## src/hdl/crc8pd_pkg.sv

```systemverilog
// ----------------------------------------------------------------------------
// crc8pd_pkg
// shared types, constants and the crc-8 byte update for the packet deframer
// ----------------------------------------------------------------------------
`default_nettype none

package crc8pd_pkg;

    localparam int PAYLOAD_MAX_DEF = 64;
    localparam int COUNT_W         = 7;
    localparam int IDX_OUT_W       = 6;

    localparam logic [7:0] CRC_POLY_RESET = 8'h07;
    localparam logic [7:0] CRC_INIT       = 8'h00;

    localparam logic       REG_CRC_POLY   = 1'b0;

    typedef enum logic [1:0] {
        STAT_GOOD    = 2'd0,
        STAT_CRC_ERR = 2'd1,
        STAT_LEN_ERR = 2'd2
    } t_status;

    typedef struct packed {
        logic    crc_start;
        logic    crc_run;
        logic    cap_addr;
        logic    cap_id;
        logic    cap_len;
        logic    wr_store;
        logic    rd_start;
        logic    rd_next;
        logic    load_out;
        logic    out_from_store;
        t_status out_status;
    } t_cmd;

    typedef struct packed {
        logic len_over;
        logic len_zero;
        logic held_len_zero;
        logic data_done;
        logic crc_match;
        logic rd_last;
        logic out_free;
    } t_stat;

    function automatic logic [7:0] crc8_update(input logic [7:0] crc,
                                               input logic [7:0] data,
                                               input logic [7:0] poly);
        logic [7:0] c;
        c = crc ^ data;
        for (int k = 0; k < 8; k++) begin
            c = c[7] ? ((c << 1) ^ poly) : (c << 1);
        end
        return c;
    endfunction

endpackage

`default_nettype wire

```

## src/hdl/crc8pd_ctrl.sv

```systemverilog
// ----------------------------------------------------------------------------
// crc8pd_ctrl
// frame sequencer: walks the header, payload and crc bytes and drives the
// payload replay from the store
// ----------------------------------------------------------------------------
`default_nettype none

module crc8pd_ctrl
    import crc8pd_pkg::*;
(
    input  wire   i_clk,
    input  wire   i_rst_n,
    input  wire   i_rx_valid,
    output logic  o_rx_stall,
    input  t_stat i_stat,
    output t_cmd  o_cmd
);

    typedef enum logic [6:0] {
        S_ADDR = 7'b0000001,
        S_ID   = 7'b0000010,
        S_LEN  = 7'b0000100,
        S_DATA = 7'b0001000,
        S_CRC  = 7'b0010000,
        S_READ = 7'b0100000,
        S_EMIT = 7'b1000000
    } t_state;

    t_state r_state;
    t_state n_state;
    logic   can_take;
    logic   rx_acc;

    always_comb begin
        unique case (r_state)
            S_ADDR, S_ID, S_DATA: can_take = 1'b1;
            S_LEN, S_CRC:         can_take = i_stat.out_free;
            default:              can_take = 1'b0;
        endcase
    end

    assign o_rx_stall = !can_take;
    assign rx_acc     = i_rx_valid && can_take;

    always_comb begin
        n_state = r_state;
        o_cmd   = '0;
        o_cmd.out_status = STAT_GOOD;
        unique case (r_state)
            S_ADDR: begin
                if (rx_acc) begin
                    o_cmd.crc_start = 1'b1;
                    o_cmd.cap_addr  = 1'b1;
                    n_state         = S_ID;
                end
            end
            S_ID: begin
                if (rx_acc) begin
                    o_cmd.crc_run = 1'b1;
                    o_cmd.cap_id  = 1'b1;
                    n_state       = S_LEN;
                end
            end
            S_LEN: begin
                if (rx_acc) begin
                    o_cmd.crc_run = 1'b1;
                    o_cmd.cap_len = 1'b1;
                    if (i_stat.len_over) begin
                        o_cmd.load_out   = 1'b1;
                        o_cmd.out_status = STAT_LEN_ERR;
                        n_state          = S_ADDR;
                    end else if (i_stat.len_zero) begin
                        n_state = S_CRC;
                    end else begin
                        n_state = S_DATA;
                    end
                end
            end
            S_DATA: begin
                if (rx_acc) begin
                    o_cmd.crc_run  = 1'b1;
                    o_cmd.wr_store = 1'b1;
                    if (i_stat.data_done) begin
                        n_state = S_CRC;
                    end
                end
            end
            S_CRC: begin
                if (rx_acc) begin
                    if (!i_stat.crc_match) begin
                        o_cmd.load_out   = 1'b1;
                        o_cmd.out_status = STAT_CRC_ERR;
                        n_state          = S_ADDR;
                    end else if (i_stat.held_len_zero) begin
                        o_cmd.load_out = 1'b1;
                        n_state        = S_ADDR;
                    end else begin
                        o_cmd.rd_start = 1'b1;
                        n_state        = S_READ;
                    end
                end
            end
            S_READ: begin
                n_state = S_EMIT;
            end
            S_EMIT: begin
                if (i_stat.out_free) begin
                    o_cmd.load_out       = 1'b1;
                    o_cmd.out_from_store = 1'b1;
                    if (i_stat.rd_last) begin
                        n_state = S_ADDR;
                    end else begin
                        o_cmd.rd_next = 1'b1;
                        n_state       = S_READ;
                    end
                end
            end
            default: n_state = S_ADDR;
        endcase
    end

    always_ff @(posedge i_clk) begin
        if (!i_rst_n) begin
            r_state <= S_ADDR;
        end else begin
            r_state <= n_state;
        end
    end

endmodule

`default_nettype wire

```

## src/hdl/crc8pd_dpath.sv

```systemverilog
// ----------------------------------------------------------------------------
// crc8pd_dpath
// header registers, running crc, payload store and the result register
// ----------------------------------------------------------------------------
`default_nettype none

module crc8pd_dpath
    import crc8pd_pkg::*;
#(
    parameter int PAYLOAD_MAX = PAYLOAD_MAX_DEF
)
(
    input  wire                   i_clk,
    input  wire                   i_rst_n,
    input  wire  [7:0]            i_rx_byte,
    input  wire  [7:0]            i_crc_poly,
    input  t_cmd                  i_cmd,
    output t_stat                 o_stat,
    output logic                  o_res_valid,
    input  wire                   i_res_stall,
    output logic [1:0]            o_status,
    output logic [7:0]            o_dev_address,
    output logic [7:0]            o_message_id,
    output logic [7:0]            o_payload_length,
    output logic [7:0]            o_payload_byte,
    output logic [IDX_OUT_W-1:0]  o_byte_index,
    output logic                  o_last
);

    localparam int IDX_W = (PAYLOAD_MAX > 1) ? $clog2(PAYLOAD_MAX) : 1;

    logic [7:0]         r_addr;
    logic [7:0]         r_id;
    logic [7:0]         r_len;
    logic [COUNT_W-1:0] r_count;
    logic [7:0]         r_crc;
    logic [IDX_W-1:0]   r_rd_idx;
    logic [7:0]         r_rdata;
    logic [7:0]         r_store [PAYLOAD_MAX];

    logic               r_out_valid;
    t_status            r_out_status;
    logic [7:0]         r_out_addr;
    logic [7:0]         r_out_id;
    logic [7:0]         r_out_len;
    logic [7:0]         r_out_byte;
    logic [IDX_W-1:0]   r_out_idx;
    logic               r_out_last;

    logic [7:0]         rd_next_pos;

    assign rd_next_pos = 8'(r_rd_idx) + 8'd1;

    assign o_stat.len_over      = i_rx_byte > 8'(PAYLOAD_MAX);
    assign o_stat.len_zero      = i_rx_byte == 8'd0;
    assign o_stat.held_len_zero = r_len == 8'd0;
    assign o_stat.data_done     = ({1'b0, r_count} + 8'd1) >= r_len;
    assign o_stat.crc_match     = i_rx_byte == r_crc;
    assign o_stat.rd_last       = rd_next_pos == r_len;
    assign o_stat.out_free      = !r_out_valid || !i_res_stall;

    always_ff @(posedge i_clk) begin
        if (!i_rst_n) begin
            r_crc   <= CRC_INIT;
            r_count <= '0;
        end else begin
            if (i_cmd.crc_start) begin
                r_crc <= crc8_update(CRC_INIT, i_rx_byte, i_crc_poly);
            end else if (i_cmd.crc_run) begin
                r_crc <= crc8_update(r_crc, i_rx_byte, i_crc_poly);
            end
            if (i_cmd.cap_addr || i_cmd.cap_len) begin
                r_count <= '0;
            end else if (i_cmd.wr_store) begin
                r_count <= r_count + 1'b1;
            end
        end
    end

    always_ff @(posedge i_clk) begin
        if (i_cmd.cap_addr) begin
            r_addr <= i_rx_byte;
        end
        if (i_cmd.cap_id) begin
            r_id <= i_rx_byte;
        end
        if (i_cmd.cap_len) begin
            r_len <= i_rx_byte;
        end
        if (i_cmd.rd_start) begin
            r_rd_idx <= '0;
        end else if (i_cmd.rd_next) begin
            r_rd_idx <= r_rd_idx + 1'b1;
        end
    end

    // payload store, single write and single registered read
    always_ff @(posedge i_clk) begin
        if (i_cmd.wr_store) begin
            r_store[r_count[IDX_W-1:0]] <= i_rx_byte;
        end
        r_rdata <= r_store[r_rd_idx];
    end

    always_ff @(posedge i_clk) begin
        if (!i_rst_n) begin
            r_out_valid <= 1'b0;
        end else if (i_cmd.load_out) begin
            r_out_valid <= 1'b1;
        end else if (!i_res_stall) begin
            r_out_valid <= 1'b0;
        end
    end

    always_ff @(posedge i_clk) begin
        if (i_cmd.load_out) begin
            r_out_status <= i_cmd.out_status;
            r_out_addr   <= r_addr;
            r_out_id     <= r_id;
            // a length error is loaded in the same cycle the length byte arrives, before r_len holds it
            r_out_len    <= i_cmd.cap_len ? i_rx_byte : r_len;
            if (i_cmd.out_from_store) begin
                r_out_byte <= r_rdata;
                r_out_idx  <= r_rd_idx;
                r_out_last <= o_stat.rd_last;
            end else begin
                r_out_byte <= 8'd0;
                r_out_idx  <= '0;
                r_out_last <= 1'b1;
            end
        end
    end

    assign o_res_valid      = r_out_valid;
    assign o_status         = r_out_status;
    assign o_dev_address    = r_out_addr;
    assign o_message_id     = r_out_id;
    assign o_payload_length = r_out_len;
    assign o_payload_byte   = r_out_byte;
    assign o_byte_index     = IDX_OUT_W'(r_out_idx);
    assign o_last           = r_out_last;

endmodule

`default_nettype wire

```

## src/hdl/crc8_packet_deframer.sv

```systemverilog
// results: a status result (length error, crc error, empty good frame) is
//   registered in the cycle after the byte that causes it
// throughput: one byte per cycle while receiving, length and crc bytes wait
//   while a result is held; a good frame replays its payload one result at a
//   time (registered store read, then result load), input stalled meanwhile
// reset: synchronous active low; clears sequencer, crc, result valid, poly 0x07
// ----------------------------------------------------------------------------
// crc8_packet_deframer
// length-prefixed frame receiver with running crc-8 check and payload replay
// ----------------------------------------------------------------------------
`default_nettype none

module crc8_packet_deframer
    import crc8pd_pkg::*;
#(
    parameter int PAYLOAD_MAX = PAYLOAD_MAX_DEF
)
(
    input  wire                  i_clk,
    input  wire                  i_rst_n,
    input  wire                  psel,
    input  wire                  penable,
    input  wire                  pwrite,
    input  wire  [0:0]           paddr,
    input  wire  [31:0]          pwdata,
    output logic [31:0]          prdata,
    output logic                 pready,
    input  wire                  i_rx_valid,
    output logic                 o_rx_stall,
    input  wire  [7:0]           i_rx_byte,
    output logic                 o_res_valid,
    input  wire                  i_res_stall,
    output logic [1:0]           o_status,
    output logic [7:0]           o_dev_address,
    output logic [7:0]           o_message_id,
    output logic [7:0]           o_payload_length,
    output logic [7:0]           o_payload_byte,
    output logic [IDX_OUT_W-1:0] o_byte_index,
    output logic                 o_last
);

    logic [7:0] r_crc_poly;
    t_cmd       cmd;
    t_stat      stat;

    assign pready = 1'b1;

    always_ff @(posedge i_clk) begin
        if (!i_rst_n) begin
            r_crc_poly <= CRC_POLY_RESET;
        end else if (psel && penable && pwrite && pready && paddr == REG_CRC_POLY) begin
            r_crc_poly <= pwdata[7:0];
        end
    end

    always_comb begin
        unique case (paddr)
            REG_CRC_POLY: prdata = {24'd0, r_crc_poly};
            default:      prdata = 32'd0;
        endcase
    end

    crc8pd_ctrl u_ctrl (
        .i_clk      (i_clk),
        .i_rst_n    (i_rst_n),
        .i_rx_valid (i_rx_valid),
        .o_rx_stall (o_rx_stall),
        .i_stat     (stat),
        .o_cmd      (cmd)
    );

    crc8pd_dpath #(
        .PAYLOAD_MAX (PAYLOAD_MAX)
    ) u_dpath (
        .i_clk            (i_clk),
        .i_rst_n          (i_rst_n),
        .i_rx_byte        (i_rx_byte),
        .i_crc_poly       (r_crc_poly),
        .i_cmd            (cmd),
        .o_stat           (stat),
        .o_res_valid      (o_res_valid),
        .i_res_stall      (i_res_stall),
        .o_status         (o_status),
        .o_dev_address    (o_dev_address),
        .o_message_id     (o_message_id),
        .o_payload_length (o_payload_length),
        .o_payload_byte   (o_payload_byte),
        .o_byte_index     (o_byte_index),
        .o_last           (o_last)
    );

endmodule

`default_nettype wire

```

## config.mk

```make
export PLATFORM = sky130hd
export DESIGN_NAME = crc8_packet_deframer
export DESIGN_NICKNAME = d
export VERILOG_FILES = /design/src/hdl/crc8pd_pkg.sv /design/src/hdl/crc8pd_ctrl.sv /design/src/hdl/crc8pd_dpath.sv /design/src/hdl/crc8_packet_deframer.sv
export SDC_FILE = /design/constraint.sdc
export NUM_CORES = 1
export LEC_CHECK = 0
export BUFFER_PORTS_ARGS = -buffer_cell sky130_fd_sc_hd__buf_2
export CAP_MARGIN = 20
export CORE_MARGIN = 4
export CORE_UTILIZATION = 35
export DETAILED_ROUTE_END_ITERATION = 7
export REMOVE_ABC_BUFFERS = 1
export SLEW_MARGIN = 20
export SYNTH_ARGS = -nofsm -noshare
export SYNTH_HDL_FRONTEND = slang
export SYNTH_HIERARCHICAL = 1
export SYNTH_SLANG_ARGS = --single-unit
```

## constraint.sdc

```tcl
create_clock -name i_clk -period 4.89 [get_ports i_clk]
set_clock_uncertainty 0.1 [all_clocks]
set_input_delay 0.489 -clock i_clk [delete_from_list [all_inputs] [get_ports i_clk]]
set_output_delay 0.489 -clock i_clk [all_outputs]
set_load 0.05 [all_outputs]
```

Word level (Yosys, flattened, before mapping)
Memories as Yosys holds them, arrays and structs flattened. A register that Yosys moved wholly into a read port is not among the register bits.
Cells that the tools add are included.
{"block": "word_totals", "output_inout_bits": 76, "mem_count": 1, "mem_bits_rw": 512, "romBits": 0, "latch_bits": 0, "regBits": 102}
{"memory": "u_dpath.r_store", "words": 64, "word_bits": 8, "rd": 1, "rd_clocked_by_memory_dff": 1, "write_ports": 1, "line_no": "crc8pd_dpath.sv:39", "text": "logic [7:0] r_store [PAYLOAD_MAX];"}
{"block": "classes", "add_sub_neg": 4, "order_cmp": 2, "reduce_logical": 17, "multipliers": 0, "n_div": 0, "bitwise": 19, "n_mux": 63, "n_eq_ne": 17, "n_shift": 0}
{"operator": "$mux W8", "count": 20}
{"operator": "$xor A8 B8 Y8", "count": 17}
{"operator": "$mux W7", "count": 7}
{"operator": "$pmux W7 S7", "count": 1}
{"operator": "$mux W1", "count": 23}
{"operator": "$mux W6", "count": 3}
{"operator": "$eq A8 B8 Y1", "count": 2}
{"operator": "$logic_not A8 Y1", "count": 2}
{"operator": "$ne A2 B1 Y1 const B", "count": 7}
{"operator": "$mux W5", "count": 2}
{"operator": "$add A7 B1 Y8 const B", "count": 1}
{"operator": "$ge A8 B8 Y1", "count": 1}
{"operator": "$gt A8 B7 Y1 const B", "count": 1}
{"operator": "$add A6 B1 Y7 const B", "count": 1}
{"operator": "$add A7 B1 Y7 const B", "count": 1}
{"operator": "$eq A7 B1 Y1 const B", "count": 1}
{"operator": "$eq A7 B2 Y1 const B", "count": 1}
{"operator": "$eq A7 B3 Y1 const B", "count": 1}
{"operator": "$eq A7 B4 Y1 const B", "count": 1}
{"operator": "$eq A7 B5 Y1 const B", "count": 1}
{"operator": "$eq A7 B6 Y1 const B", "count": 1}
{"operator": "$eq A7 B7 Y1 const B", "count": 1}
{"operator": "$reduce_and A7 Y1", "count": 1}
{"operator": "$add A6 B1 Y6 const B", "count": 1}
{"operator": "13 further kinds", "count": 24}

Logic depth before layout (Yosys ltp)
{"block": "logic_depth", "ltp_word": 19, "mapped_depth": 17}

Cells and area by module
Netlist, hierarchy kept.
{"mod": "crc8pd_dpath", "cells_each": 1593, "area_per_inst_um2": 26664.3, "n_inst": 1}
{"mod": "crc8pd_ctrl", "cells_each": 102, "area_per_inst_um2": 737.0, "n_inst": 1}
{"mod": "crc8_packet_deframer", "cells_each": 70, "area_per_inst_um2": 605.6, "n_inst": 1}

Worst setup path after synthesis
OpenSTA, ideal clock, no wires.
{"block": "synth_timing", "path_type": "in2reg", "from": "in i_rx_byte[5]", "to": "reg u_dpath.r_crc[1]", "arrival_time_ns": 3.797, "cell_stages": 14, "path_slack_ns": 0.919, "path_buffers": 1, "cell_sequence": "buf_4 xnor2_4 xnor2_2 a21oi_1 a311oi_2 xnor2_2 xor3_2 xnor2_1 a211oi_1 o21a_2 o211ai_2 a211o_1 a311o_1 a31oi_1"}
{"block": "synth_between", "elab_chain_cells": 17}
{"item": "start: declaration", "line_no": "crc8_packet_deframer.sv:30", "text": "input wire [7:0] i_rx_byte,"}
{"item": "$xor A8 B8 Y8", "line_no": "crc8pd_pkg.sv:52", "text": "c = crc ^ data;"}
{"item": "$xor A8 B8 Y8", "line_no": "crc8pd_pkg.sv:54", "text": "c = c[7] ? ((c << 1) ^ poly) : (c << 1);"}
{"item": "$mux W8", "line_no": "crc8pd_pkg.sv:54"}
{"item": "$xor A8 B8 Y8", "line_no": "crc8pd_pkg.sv:54"}
{"item": "$mux W8 (2 in a row)", "line_no": "crc8pd_pkg.sv:54"}
{"item": "$xor A8 B8 Y8", "line_no": "crc8pd_pkg.sv:54"}
{"item": "$mux W8", "line_no": "crc8pd_pkg.sv:54"}
{"item": "$xor A8 B8 Y8", "line_no": "crc8pd_pkg.sv:54"}
{"item": "$mux W8", "line_no": "crc8pd_pkg.sv:54"}
{"item": "$xor A8 B8 Y8", "line_no": "crc8pd_pkg.sv:54"}
{"item": "$mux W8", "line_no": "crc8pd_pkg.sv:54"}
{"item": "$mux W8 / $xor A8 B8 Y8 (equally long branches)", "line_no": "crc8pd_pkg.sv:54"}
{"item": "$xor A8 B8 Y8 / $mux W8 (equally long branches)", "line_no": "crc8pd_pkg.sv:54"}
{"item": "$mux W8", "line_no": "crc8pd_pkg.sv:54"}
{"item": "$mux W8", "line_no": "crc8pd_dpath.sv:69", "text": "end else if (i_cmd.crc_run) begin"}
{"item": "$mux W8 (*)", "line_no": "crc8pd_dpath.sv:67", "text": "if (i_cmd.crc_start) begin"}
{"item": "end signal: assignment", "line_no": "crc8pd_dpath.sv:68", "text": "r_crc <= crc8_update(CRC_INIT, i_rx_byte, i_crc_poly);"}
{"item": "end signal: assignment", "line_no": "crc8pd_dpath.sv:70", "text": "r_crc <= crc8_update(r_crc, i_rx_byte, i_crc_poly);"}
{"item": "end: declaration", "line_no": "crc8pd_dpath.sv:36", "text": "logic [7:0] r_crc;"}
Every way passes the cells marked *; elsewhere a longest branch is shown, timed or not. The select of a mux whose other input is x is not followed.
A chain may end at the register's enable or synchronous reset.

Worst setup path after layout
{"block": "layout_timing", "from": "reg r_crc_poly[7]", "to": "reg u_dpath.r_crc[6]"}
{"block": "layout_between", "elab_chain_cells": 17}
{"item": "start: declaration", "line_no": "crc8_packet_deframer.sv:42", "text": "logic [7:0] r_crc_poly;"}
{"item": "start signal: assignment", "line_no": "crc8_packet_deframer.sv:52", "text": "r_crc_poly <= pwdata[7:0];"}
{"item": "$xor A8 B8 Y8", "line_no": "crc8pd_pkg.sv:54"}
{"item": "$mux W8 (2 in a row)", "line_no": "crc8pd_pkg.sv:54"}
{"item": "$xor A8 B8 Y8", "line_no": "crc8pd_pkg.sv:54"}
{"item": "$mux W8", "line_no": "crc8pd_pkg.sv:54"}
{"item": "$xor A8 B8 Y8", "line_no": "crc8pd_pkg.sv:54"}
{"item": "$mux W8", "line_no": "crc8pd_pkg.sv:54"}
{"item": "$xor A8 B8 Y8", "line_no": "crc8pd_pkg.sv:54"}
{"item": "$mux W8", "line_no": "crc8pd_pkg.sv:54"}
{"item": "$xor A8 B8 Y8", "line_no": "crc8pd_pkg.sv:54"}
{"item": "$mux W8", "line_no": "crc8pd_pkg.sv:54"}
{"item": "$xor A8 B8 Y8", "line_no": "crc8pd_pkg.sv:54"}
{"item": "$mux W8", "line_no": "crc8pd_pkg.sv:54"}
{"item": "$xor A8 B8 Y8", "line_no": "crc8pd_pkg.sv:54"}
{"item": "$mux W8", "line_no": "crc8pd_pkg.sv:54"}
{"item": "$mux W8", "line_no": "crc8pd_dpath.sv:69"}
{"item": "$mux W8 (*)", "line_no": "crc8pd_dpath.sv:67"}
Marks and branches as above.

==> flow_metrics.env <==
export IMPL_cp_max_fo=22
export IMPL_slew_violations=0
export IMPL_clk_path_buf_depth=3
export IMPL_cp_required_ns=5.36
export IMPL_holdWs_ns=0.0405
export IMPL_powerDensity_mw_per_mm2=375
export IMPL_cts_tree="done"
export IMPL_path_common_cell="nor2_1"
export IMPL_fmax_mhz=223
export IMPL_cts_sinks=622
export IMPL_final_core_util_pct=40.3
export IMPL_wl_per_cell_um=23.0
export IMPL_crit_chain="inv_1 -> nor2_1 -> a311oi_1 -> and3_1 -> nor4_1 -> o21ai_1 -> nand2_1 -> nor2_1 -> o41a_1 -> or3_1 -> o211ai_1 -> o211a_1"
export IMPL_synthTopCellsByArea="edfxtp_1 61%, mux4_2 14%, dfxtp_1 3.8%"
export IMPL_cp_end_kind="register"
export IMPL_final_cells=2999
export IMPL_max_stage_delay_ns=0.61
export IMPL_syn_area_per_cell_um2=15.9
export IMPL_grt_pass1_wl_mm=103
export IMPL_die_width_um=291
export IMPL_cts_buffers=61
export IMPL_clk_transition_reported_paths_ns=0.06
export IMPL_syn_to_final_growth_pct=13.9
export IMPL_synth_seq_cells=622
export IMPL_core_area_mm2=0.0791
export IMPL_antenna_found_initial=3
export IMPL_yosysSeqAreaShare_pct=64.8
export IMPL_slew_headroom_pct=29.4
export IMPL_fp_dieArea_mm2=0.0846
export IMPL_die_y_um=291
export IMPL_worstSkewPairLatency_ns=0.62
export IMPL_drc_errors=0
export IMPL_fp_row_count=103
export IMPL_p_leak_nw=10.3
export IMPL_netlist_cell_type_count=98
export IMPL_arrival_ns=4.96
export IMPL_period_needed_ns=4.49
export IMPL_yosysMostFrequentCell="edfxtp_1"
export IMPL_timing_rr_end="u_dpath/r_crc[6]"
export IMPL_critPathCapture="u_dpath/r_crc[6]"
export IMPL_rrSetupSlack_ns=0.40
export IMPL_startpoint_type="register"
export IMPL_async_flop_share_pct=0
export IMPL_ant_nets=0
export IMPL_slowest_stage="dfxtp_2"
export IMPL_critical_path_class="reg2reg"
export IMPL_vias=16116
export IMPL_setup_tns_final_ns=0
export IMPL_startpoint="r_crc_poly[7]"
export IMPL_routed_wl_mm=68.9
export IMPL_synth_edff_count=569
export IMPL_drtIter0Drc=1614
export IMPL_dr_pass1_iters=5
export IMPL_fill_cells=7193
export IMPL_grt_setup_unrepaired="false"
export IMPL_track_usage_pct=15.9
export IMPL_start_util_pct=35.4
export IMPL_p_total_mw=11.9
export IMPL_synth_top_cell_area_share_pct=61.0
export IMPL_via_per_inst=5.37
export IMPL_r2r_start="r_crc_poly[7]"
export IMPL_cts_root_buf="clkbuf_16"
export IMPL_reg2regPathDepth=12
export IMPL_worst_hold_path_type="in2reg"
export IMPL_worstMarginPinSlew_ns=1.06
export IMPL_netlist_top_cells_count="569 x edfxtp_1, 168 x mux4_2, 136 x nor2_1"
export IMPL_netlist_area_mm2=0.0280
export IMPL_postCtsSetupBuffers=0
export IMPL_synth_top_area_cell="edfxtp_1"
export IMPL_dpl_cell_count=2880
export IMPL_timing_final_crit_share_pct=91.7
export IMPL_portBuffers=74
export IMPL_final_nets=1957
export IMPL_maxCapViolations=0
export IMPL_grt_pass1_vias=16065
export IMPL_place_congestion=0.889
export IMPL_ir_drop_mv=0.278
export IMPL_finalSetupViolations=0
export IMPL_status="completed"
export IMPL_ios=124
export IMPL_ys_warn_count=6
export IMPL_dominantRegCellSynth="edfxtp_1"
export IMPL_grt_max_degree=132
export IMPL_grt_overflow=0
export IMPL_final_layout_size_suffix_gt1_share_pct=24.6
export IMPL_cts_max_level=2
export IMPL_post_dp_hpwl_mm=43.7
export IMPL_finalHoldViolCount=0
export IMPL_synth_cells=1765
-- area by class of cell --
| class | count | area (µm²) | area share, % |
|---|---|---|---|
| Sequential cell | 622 | 18200 | 56.9 |
| Multi-Input combinational cell | 1011 | 9240 | 29.0 |
| Clock buffer | 74 | 1580 | 4.94 |
| Tap cell | 1050 | 1310 | 4.12 |
| Timing Repair Buffer | 175 | 1190 | 3.72 |
| Clock inverter | 37 | 309 | 0.969 |
| Inverter | 28 | 105 | 0.330 |
| Antenna cell | 2 | 5.00 | 0.0157 |
-- critical path: cells and delay by family (launching register included) --
kind / cells / cell delay [ns]
buffers and inverters: 1 / 0.34
AO/OA/AOI/OAI: 5 / 1.35
AND/OR/NAND/NOR: 6 / 2.01
flip-flops: 1 / 0.61
-- registers in the layout, summed over array words and instances (netlist names), 7 cells and up --
register and cells:
u_dpath/r_crc 8, u_dpath/r_rdata 8, u_dpath/r_store 512, u_dpath/o_dev_address 8, u_dpath/o_message_id 8, u_dpath/o_payload_length 8
u_dpath/r_id 8, u_dpath/r_addr 8, u_dpath/o_payload_byte 8, u_dpath/r_count 7, r_crc_poly 8, u_ctrl/r_state 7
u_dpath/r_len 8
-- layer usage --
metal | track usage, % | wire length, µm | part of all wire (%)
met4 | 4.12 | 1540 | 2.2
met1 | 21.5 | 29000 | 42
met2 | 26.7 | 34100 | 49
met5 | 0 | 0 | 0
met3 | 2.88 | 4250 | 6.2
-- logic make-up (layout without fill, tap and decap cells) --
kind of cell               Yosys count  count (layout)  synth area share (%)
AOI/OAI and AO/OA                  212             212                  5.29
DFF                                622             622                  64.8
adders and majority gates           10              10                 0.447
and+or+nand+nor                    454             454                  8.16
buffers and inverters              155             314                  2.56
other                                2              27                0.0268
xor gates and xnor gates           120             120                  4.40
muxes                              190             190                  14.3
-- through the flow --
stage / cell area [µm²] / setup slack [ns]
after floorplan: 27500 / -3.67
after global placement: 29900 / 0.324
after detailed placement: 29900 / 0.220
after CTS: 31900 / 0.395
after global routing: 31900 / 0.127
final: 31900 / 0.404
-- cell usage in the layout, fill, tap and decap left out, types with 8 or more instances in the layout --
cell and count:
dfxtp_1 48, nand2b_1 13, nor2b_1 20, buf_2 72
clkbuf_16 61, a21oi_1 39, xor2_1 24, clkinv_1 13
nor3_1 27, mux2i_1 17, ha_1 10, nand3_1 31
clkinv_2 15, conb_1 25, and3_1 11, a211oi_1 10
mux4_2 168, and2_1 15, or3_1 13, o211ai_1 11
and2b_2 8, clkbuf_1 13, nand2_1 112, nand4_1 16
edfxtp_1 569, nand3b_1 9, xnor2_1 80, a31oi_1 8
o21ai_0 48, inv_1 26, buf_4 94, nor2_1 136
-- worst min-delay path by stage --
stage | from | end | depth (start not counted)
floorplan | u_dpath/r_addr[0] | u_dpath/o_dev_address[0] | 0
global placement | u_dpath/r_addr[5] | u_dpath/o_dev_address[5] | 0
detailed placement | u_dpath/r_addr[0] | u_dpath/o_dev_address[0] | 0
CTS | pwdata[2] | r_crc_poly[2] | 3
global route | i_res_stall | u_dpath/o_res_valid | 3
finish | pwdata[2] | r_crc_poly[2] | 3
-- report_power, final --
| part | internal, mW | switching, mW |
|---|---|---|
| clock | 2.50 | 1.94 |
| sequential | 5.86 | 0.0698 |
| combinational | 0.599 | 0.971 |
| total | 8.96 | 2.98 |
-- repair_timing --
| item | CTS | global route |
|---|---|---|
| endpoints found under the setup margin | 0 | 1 |
| hold endpoints to repair | 6 | 0 |
| gates resized for setup | 0 | 1 |
| hold buffers | 6 | 0 |
(Power assumes the default switching activity.)
